[config.mk]
export PLATFORM = sky130hd
export DESIGN_NAME = tccs_ctrl
export DESIGN_NICKNAME = d
export VERILOG_FILES = /design/src/hdl/tccs_pkg.sv /design/src/hdl/tccs_ctrl.sv
export SDC_FILE = /design/constraint.sdc
export NUM_CORES = 1
export LEC_CHECK = 0
export ABC_AREA = 1
export BUFFER_PORTS_ARGS = -buffer_cell sky130_fd_sc_hd__buf_4
export CAP_MARGIN = 40
export CELL_PAD_IN_SITES_DETAIL_PLACEMENT = 1
export CELL_PAD_IN_SITES_GLOBAL_PLACEMENT = 1
export CORE_AREA = 3 3 43 45
export CTS_CLUSTER_SIZE = 20
export DETAILED_ROUTE_END_ITERATION = 10
export DIE_AREA = 0 0 46 48
export PLACE_DENSITY = 0.65
export SYNTH_ARGS = -nofsm -noshare
export SYNTH_HDL_FRONTEND = slang
export SYNTH_SLANG_ARGS = --single-unit
[constraint.sdc]
create_clock -name clk_i -period 1.8 [get_ports clk_i]
set_input_delay 0.18 -clock clk_i [delete_from_list [all_inputs] [get_ports clk_i]]
set_output_delay 0.18 -clock clk_i [all_outputs]
set_load 0.01 [all_outputs]
[src/hdl/tccs_pkg.sv]
// Package: constants, command codes, control types and index helper for the text console.
`default_nettype none

package tccs_pkg;

  localparam int COLUMNS = 80;
  localparam int ROWS    = 25;
  localparam int CELLS   = ROWS * COLUMNS;

  localparam int ROW_W  = 5;
  localparam int COL_W  = 7;
  localparam int POS_W  = 11;
  localparam int CELL_W = 16;
  localparam int CHAR_W = 8;
  localparam int ATTR_W = 8;
  localparam int CMD_W  = 2;

  localparam logic [ROW_W-1:0] LAST_ROW   = ROW_W'(ROWS - 1);
  localparam logic [COL_W-1:0] LAST_COL   = COL_W'(COLUMNS - 1);
  localparam logic [POS_W-1:0] CELL_COUNT = POS_W'(CELLS);
  localparam logic [POS_W-1:0] COPY_COUNT = POS_W'(CELLS - COLUMNS);
  localparam logic [POS_W-1:0] ROW_STRIDE = POS_W'(COLUMNS);

  localparam logic [CMD_W-1:0] CMD_PUT   = 2'd0;
  localparam logic [CMD_W-1:0] CMD_CLEAR = 2'd1;
  localparam logic [CMD_W-1:0] CMD_READ  = 2'd2;

  localparam logic [CHAR_W-1:0] CH_NEWLINE   = 8'h0A;
  localparam logic [CHAR_W-1:0] CH_RETURN    = 8'h0D;
  localparam logic [CHAR_W-1:0] CH_BACKSPACE = 8'h08;
  localparam logic [CHAR_W-1:0] CH_SPACE     = 8'h20;

  localparam logic [ATTR_W-1:0] ATTR_RESET = 8'h07;
  localparam logic [CELL_W-1:0] CELL_RESET = {ATTR_RESET, CH_SPACE};

  typedef struct packed {
    logic load;
    logic exec;
    logic scan;
    logic copy;
    logic init;
    logic out_load;
  } ctl_cmd_t;

  typedef struct packed {
    logic clear;
    logic scroll;
    logic scan_done;
  } ctl_sts_t;

  function automatic logic [POS_W-1:0] cell_index(input logic [ROW_W-1:0] row,
                                                  input logic [COL_W-1:0] col);
    logic [POS_W-1:0] base;
    base = POS_W'(row) * ROW_STRIDE;
    return base + POS_W'(col);
  endfunction

endpackage

`default_nettype wire

[src/hdl/tccs_ctrl.sv]
// Controller: sequences reset fill, command execution, store sweeps and result hand-off.
`default_nettype none

module tccs_ctrl
  import tccs_pkg::*;
(
  input  wire logic     clk_i,
  input  wire logic     rst_ni,
  input  wire logic     in_valid_i,
  output logic          in_ready_o,
  output logic          out_valid_o,
  input  wire logic     out_ready_i,
  input  wire ctl_sts_t sts_i,
  output ctl_cmd_t      cmd_o
);

  localparam logic [2:0] S_INIT = 3'd0;
  localparam logic [2:0] S_IDLE = 3'd1;
  localparam logic [2:0] S_EXEC = 3'd2;
  localparam logic [2:0] S_SCAN = 3'd3;
  localparam logic [2:0] S_DONE = 3'd4;

  logic [2:0] state_q, state_d;
  logic       copy_q, copy_d;
  logic       out_valid_q, out_valid_d;
  logic       out_free;

  assign out_free   = !out_valid_q || out_ready_i;
  assign in_ready_o = (state_q == S_IDLE);
  assign out_valid_o = out_valid_q;

  always_comb begin
    cmd_o          = '0;
    cmd_o.load     = (state_q == S_IDLE) && in_valid_i;
    cmd_o.exec     = (state_q == S_EXEC);
    cmd_o.scan     = (state_q == S_INIT) || (state_q == S_SCAN);
    cmd_o.copy     = (state_q == S_SCAN) && copy_q;
    cmd_o.init     = (state_q == S_INIT);
    cmd_o.out_load = (state_q == S_DONE) && out_free;
  end

  always_comb begin
    state_d = state_q;
    copy_d  = copy_q;
    unique case (state_q)
      S_INIT: begin
        if (sts_i.scan_done) state_d = S_IDLE;
      end
      S_IDLE: begin
        if (in_valid_i) state_d = S_EXEC;
      end
      S_EXEC: begin
        copy_d = sts_i.scroll;
        if (sts_i.clear || sts_i.scroll) state_d = S_SCAN;
        else state_d = S_DONE;
      end
      S_SCAN: begin
        if (sts_i.scan_done) state_d = S_DONE;
      end
      S_DONE: begin
        if (out_free) state_d = S_IDLE;
      end
      default: begin
        state_d = S_INIT;
      end
    endcase
  end

  always_comb begin
    out_valid_d = out_valid_q;
    priority if (cmd_o.out_load) out_valid_d = 1'b1;
    else if (out_ready_i) out_valid_d = 1'b0;
    else out_valid_d = out_valid_q;
  end

  always_ff @(posedge clk_i or negedge rst_ni) begin
    if (!rst_ni) begin
      state_q     <= S_INIT;
      copy_q      <= 1'b0;
      out_valid_q <= 1'b0;
    end else begin
      state_q     <= state_d;
      copy_q      <= copy_d;
      out_valid_q <= out_valid_d;
    end
  end

endmodule

`default_nettype wire

==> summary.md, run 1 <==
| Metric | Value |
|---|---|
| TritonCTS clock tree | done |
| H-tree depth | 1 |
| Routed wire length | 925 um |
| Layout cells sized above 1 | 42.9% |
| Total track usage | 9.65% |
| Count of different cell masters after synthesis | 15 |
| Commonest non-fill, non-tap cell in the layout | buf_4 |
| Pin count of the biggest net entering global routing | 8 |
| Achievable Freq | 0.715 GHz |
| Clock sinks | 5 |
| Crit start category | flop |
| Worst-Skew Late Latency | 0.24 ns |
| Clock-pin transition on the worst setup and hold timing paths | 0.05 ns |
| Vias/cell | 4.42 |
| Crit. Startpoint | state_q[0]$_DFFE_PN0P_ |
| Grt met1 use | 11.8% |
| CTS max path bufs | 2 |
| Final Hold Viols | 0 |
| R2r worst-path depth | 6 |
| Rel. slew slack | 81.9% |
| R2R Path End | state_q[1]$_DFFE_PN0P_ |
| Fin. max-slew vios | 0 |
| Non-filler cells, final | 86 |
| Worst reg2reg startpoint | state_q[0]$_DFFE_PN0P_ |
| Worst-Margin Slew | 0.272 ns |
| Register bit total from synthesis | 5 |
| Placed instance count | 81 |
| Critical path data arrival time | 1.22 ns |
| Setup TNS | 0 ns |
| GP Congestion | 0.768 |
| Register area share after synthesis | 34.4% |
| Antenna Nets Post-Route | 0 |
| IO Port Bufs | 14 |
| Core Region | 0.00151 mm2 |
| Critical path type | reg2out |
| Hold WS | 0.154 ns |
| Post-CTS setup buffers | 0 |
| PwrDens | 1660 mW/mm2 |
| Worst vdd ir | 0.656 mV |
| # diodes | 0 |
| Yosys top cell area share | 34.4% |
| Die Width | 46 um |
| Netlist Area Pre-Place | 364 um2 |
| M2 GR Usage | 13.5% |
| First-pass GRT wire length | 1450 um |
| Routed length per placed instance | 10.8 um |
| Initial antenna violation count | 0 |
| Max Cap Violations | 0 |
| Global route overflow | 0 |
| Minimum clock period | 1.40 ns |
| CP max FO | 7 |
| R2R setup slack | 0.63 ns |
| DR vias | 380 |
| Status | finished clean |
| Die ar. | 0.00221 mm2 |
| Die H | 48 um |
| Final setup fails | 0 |
| Total power | 0.858 mW |
| DP HPWL | 773 um |
| Yosys warnings | 0 |
| Finished Cell Area | 518 um2 |
| Avg Cell Area, Syn | 7.00 um2 |
| DRC | 0 |
| RSZ-0062 raised after global routing | false |
| GR peak layer | met2 |
| Post-Route Skew | 0.00303 ns |
| Largest cells by area after synthesis | dfrtp_1 34%, nand2_1 11%, inv_1 9.3%, nand3_1 6.9%, nor2_2 6.9% |
| Post-DP Area | 482 um2 |
| CTS buffer count | 3 |
| IO Count | 15 |
| P_leak | 0.319 nW |
| Starting Density | 24.2% |
| Vias in the first global route | 345 |
| Area Overhead vs Synth | 42.3% |
| Post-Syn Nets | 59 |
| Met3 usage | 5.26% |
| Final worst path period share | 77.7% |
| Worst path required time | 1.62 ns |
| Final net count | 78 |
| Hold crit path type | in2reg |
| CP Capture Type | output port |
| Yosys top cell by area | dfrtp_1 |
| Fillers | 206 |
| Gate Count Post-Synth | 52 |
| DR iter-0 viols | 4 |
| FP Rows | 14 |
| Root buffer selected by CTS | clkbuf_4 |
| 1st-pass router iterations | 2 |
| Commonest cells after routing, fill and taps aside | 14 x buf_4, 11 x nand2_1, 9 x inv_1, 5 x nand3_1, 5 x dfrtp_1 |
| CP Capture Point | cmd_o[0] |
==> power by group <==
group          internal (mW)  switching (mW)  total, mW
Combinational          0.215           0.286      0.501
Sequential             0.163          0.0617      0.224
Clock                 0.0840          0.0488      0.133
Total                  0.462           0.397      0.858
==> sequential cells by signal (all words and copies together), names as in the netlist <==
register     flops
copy_q           1
out_valid_o      1
state_q          3
==> metrics by stage <==
stage / setup slack, ns / util, %
floorplan: 0.707 / -
global placement: 0.641 / 32.0
detailed placement: 0.620 / 32.0
CTS: 0.386 / 34.4
global route: 0.272 / 34.4
finish: 0.401 / 34.4
==> area by class of cell <==
type | count | area [um2] | share of cell area (%)
Timing Repair Buffer | 15 | 115 | 22.2
Clock buffer | 4 | 26.3 | 5.07
Sequential cell | 5 | 125 | 24.2
Inverter | 11 | 41.3 | 7.97
Tap cell | 16 | 20.0 | 3.86
Multi-Input combinational cell | 35 | 190 | 36.7
==> synthesized netlist by cell type, drive strengths merged <==
cell type  number
o21ai           1
buf             1
or2             1
a21oi           1
nand2          16
nand3           7
nand4           1
inv            11
nor2            8
dfrtp           5
==> metal layers <==
metal | share of wire [%] | up-vias
met5 | 0 | -
met4 | 1.8 | 0
met3 | 7.1 | 2
met2 | 43 | 14
met1 | 48 | 169
li1 | - | 195
==> kinds of logic (layout without fill, tap and decap cells) <==
| group | after synthesis | count (layout) | synth area share (%) |
|---|---|---|---|
| compound gates | 2 | 2 | 2.75 |
| flops | 5 | 5 | 34.4 |
| buf+inv | 12 | 30 | 13.4 |
| simple gates | 33 | 33 | 49.5 |
==> how the worst min path moves through the flow <==
| stage | start | depth (start not counted) | end | slack (ns) |
|---|---|---|---|---|
| CTS | sts_i[1] | 3 | copy_q$_DFFE_PN0N_ | 0.15 |
| finish | sts_i[1] | 3 | copy_q$_DFFE_PN0N_ | 0.15 |
| detailed placement | rst_ni | 1 | state_q[2]$_DFFE_PN0P_ | -0.01 |
| floorplan | rst_ni | 0 | copy_q$_DFFE_PN0N_ | -0.12 |
| global placement | rst_ni | 1 | state_q[2]$_DFFE_PN0P_ | -0.01 |
| global route | sts_i[1] | 3 | copy_q$_DFFE_PN0N_ | 0.16 |
==> critical path: stages (launching register included) <==
cell     delay (ns)
dfrtp_1        0.46
nor2_2         0.21
nand2_2        0.09
nor2_1         0.09
buf_4          0.12
==> repair_timing <==
action	CTS	global route
endpoints found under the hold margin	5	0
hold buffers	1	0
gates resized for setup	0	0
Power figures use the tool's default switching activity.
==> run 2, diff against run 1 <==
Settings changed: PLACE_DENSITY 0.65 to 0.67.
Clock period 1.8 ns to 1.25 ns, I/O delays scaled along.
==> run 2 against run 1 <==
Clock power rose by 48%. Setup slack got worse by 0.39 ns. Sequential share of layout area fell by 3.3 points. Combinational power rose by 110%. Via count rose by 8.4%. Design area rose by 18%. Clock skew fell by 0.0028 ns. First-iteration DRC count fell by 100%. Non-clock buffer count rose by 10.
==> summary.md, run 2 (synthesized netlist as in run 1, its figures left out) <==
| Metric | Value |
|---|---|
| Clock-pin transition on the worst setup and hold timing paths | 0.05 ns (about the same) |
| Status | finished clean (unchanged) |
| Root buffer selected by CTS | clkbuf_4 (unchanged) |
| Delay of the slowest critical-path stage | 0.45 ns (was 0.46 ns) |
| DP HPWL | 755 um (was 773 um) |
| Sequential power share | 21.1% (was 26.1%) |
| Hold Path Sink | copy_q$_DFFE_PN0N_ (unchanged) |
| Worst path required time | 1.12 ns (was 1.62 ns) |
| CP max FO | 6 (was 7) |
| Buffer and inverter count on the worst path | 2 (was 1) |
| Critical path data arrival time | 1.12 ns (was 1.22 ns) |
| Worst-Skew Late Latency | 0.24 ns (about the same) |
| Logic pwr share | 66.2% (was 58.4%) |
| Area of the multi-input gates | 200 um2 (was 190 um2) |
| FF+latch area | 128 um2 (was 125 um2) |
| R2r worst-path depth | 7 (was 6) |
| Minimum clock period | 1.24 ns |
| Hold crit path type | in2reg (unchanged) |
| DRC | 0 (unchanged) |
| RSZ-0062 raised after global routing | true (was false) |
| Rel. slew slack | 90.3% (was 81.9%) |
| Finished Cell Area | 613 um2 (was 518 um2) |
| Post-Route Skew | 0.000181 ns (was 0.00303 ns) |
| Setup ws final | 0.00862 ns (was 0.401 ns) |
| FP Rows | 14 (unchanged) |
| Psw | 0.660 mW (was 0.397 mW) |
| Slowest library cell on the worst path | dfrtp_2 (was dfrtp_1) |
| Starting Density | 24.2% (unchanged) |
| P_leak | 0.366 nW (was 0.319 nW) |
| Vias in the first global route | 409 (was 345) |
| Crit start category | flop (unchanged) |
| Pin count of the biggest net entering global routing | 7 (was 8) |
| Worst hold stages | 3 (unchanged) |
| GP Congestion | 0.719 (was 0.768) |
| Clock group share of total power | 12.6% (was 15.5%) |
| Initial antenna violation count | 0 (unchanged) |
| Post-DP Area | 482 um2 (unchanged) |
| Global route overflow | 0 (unchanged) |
| CTS buffer count | 3 (unchanged) |
| Achievable Freq | 0.806 GHz |
| Clock sinks | 5 (unchanged) |
| PwrDens | 2540 mW/mm2 (was 1660 mW/mm2) |
| Core Region | 0.00151 mm2 (unchanged) |
| DR iter-0 viols | 0 (was 4) |
| Pre-CTS setup slack | 0.0774 ns (was 0.620 ns) |
| Area Overhead vs Synth | 68.4% (was 42.3%) |
| Crit. Startpoint | state_q[0]$_DFFE_PN0P_ (unchanged) |
| Vias/cell | 4.29 (was 4.42) |
| Die Width | 46 um (unchanged) |
| Worst-Margin Slew | 0.144 ns (was 0.272 ns) |
| Final setup fails | 0 (unchanged) |
| Die ar. | 0.00221 mm2 (unchanged) |
| Antenna Nets Post-Route | 0 (unchanged) |
| Worst vdd ir | 0.984 mV (was 0.656 mV) |
| R2R Path End | state_q[0]$_DFFE_PN0P_ (was state_q[1]$_DFFE_PN0P_) |
| Routed length per placed instance | 11.3 um (was 10.8 um) |
| Total track usage | 11.7% (was 9.65%) |
| Worst reg2reg startpoint | state_q[0]$_DFFE_PN0P_ (unchanged) |
| Commonest non-fill, non-tap cell in the layout | buf_4 (unchanged) |
| H-tree depth | 1 (unchanged) |
| Fillers | 202 (was 206) |
| Max reg flops | 3 (unchanged) |
| Final Hold Viols | 0 (unchanged) |
| CP most frequent cell | buf_4 |
| 1st-pass router iterations | 1 (was 2) |
| Fin. max-slew vios | 0 (unchanged) |
| # diodes | 0 (unchanged) |
| Pint | 0.897 mW (was 0.462 mW) |
| First-pass GRT wire length | 1730 um (was 1450 um) |
| Max Cap Violations | 0 (unchanged) |
| Hold_sp | sts_i[1] (unchanged) |
| Layout cells sized above 1 | 55.0% (was 42.9%) |
| Die H | 48 um (unchanged) |
| CP Capture Type | output port (unchanged) |
| Switching share of power | 42.4% (was 46.2%) |
| R2R setup slack | 0.06 ns (was 0.63 ns) |
| CP top delay family | flip-flops (unchanged) |
| IO Count | 15 (unchanged) |
| Commonest cells after routing, fill and taps aside | 22 x buf_4, 11 x nand2_1, 7 x inv_1, 5 x nand3_1 (was 14 x buf_4, 11 x nand2_1, 9 x inv_1, 5 x nand3_1, 5 x dfrtp_1) |
| TritonCTS clock tree | done (unchanged) |
| CTS max path bufs | 2 (unchanged) |
| Critical path type | reg2out (unchanged) |
| Final worst path period share | 99.3% |
| Final net count | 88 (was 78) |
| DR vias | 412 (was 380) |
| IO Port Bufs | 14 (unchanged) |
| Routed wire length | 1080 um (was 925 um) |
| Cell Chain, Critical Path | buf_4 > nor2_2 > buf_4 (was nor2_2 > nand2_2 > nor2_1 > buf_4) |
| Largest reg by FF count | state_q (unchanged) |
[run 2: cell count changes in the layout (fill, tap and decap cells not counted), sizes merged]
cell  before  now
buf       14   24
[run 2: worst reg2reg max path, stage by stage (launching register included)]
cell and delay, ns:
dfrtp_2 0.45, buf_4 0.15, nor2_2 0.13, buf_4 0.14, nand2_1 0.06, nand2_1 0.06, nand3_1 0.07, nand2_1 0.07
[run 2: final cells by class]
type	instances	area share (%)
inverters	11	6.73
repair buffers	25	32.2
well taps	16	3.27
flip-flops and latches	5	20.8
multi-input cells	35	32.7
clock buffers	4	4.29
[run 2: worst max path at each step]
stage,to,slack (ns),cells after the start
finish,cmd_o[4],0.009,3
global route,cmd_o[4],-0.06,4
CTS,cmd_o[0],0.003,4
detailed placement,state_q[2]$_DFFE_PN0P_,0.08,6
global placement,state_q[0]$_DFFE_PN0P_,0.12,6
floorplan,state_q[0]$_DFFE_PN0P_,0.16,6
[run 2: per-layer routing]
layer	wire length, um	up-vias	GRT usage, %
li1	-	211	-
met1	463	185	12.9
met2	547	12	19.0
met3	40	4	1.13
met4	32	0	11.9
met5	0	-	0
[run 2: power by group through the flow]
stage	combinational, mW	clock [mW]	sequential, mW
after global placement	0.724	0	0.315
after CTS	0.913	0.198	0.324
final	1.03	0.197	0.329
after floorplan	0.462	0	0.313
after detailed placement	0.732	0	0.321
after global routing	1.13	0.218	0.343
[run 2: what timing repair did]
action	CTS	global route
buffers inserted	7	3
setup endpoints to repair	5	10
gates resized for setup	3	5
hold endpoints to repair	5	0
hold buffers	1	0
pin swaps	2	4
[run 2: metrics by stage]
stage	TNS [ns]	utilization [%]	hold slack [ns]	instances	total power [mW]
finish	0	40.7	0.105	96	1.56
global route	-0.359	40.7	0.115	96	1.69
CTS	0	38.4	0.101	93	1.43
detailed placement	0	32.0	-0.0672	81	1.05
global placement	0	32.0	-0.0639	81	1.04
floorplan	0	-	-0.171	52	0.775
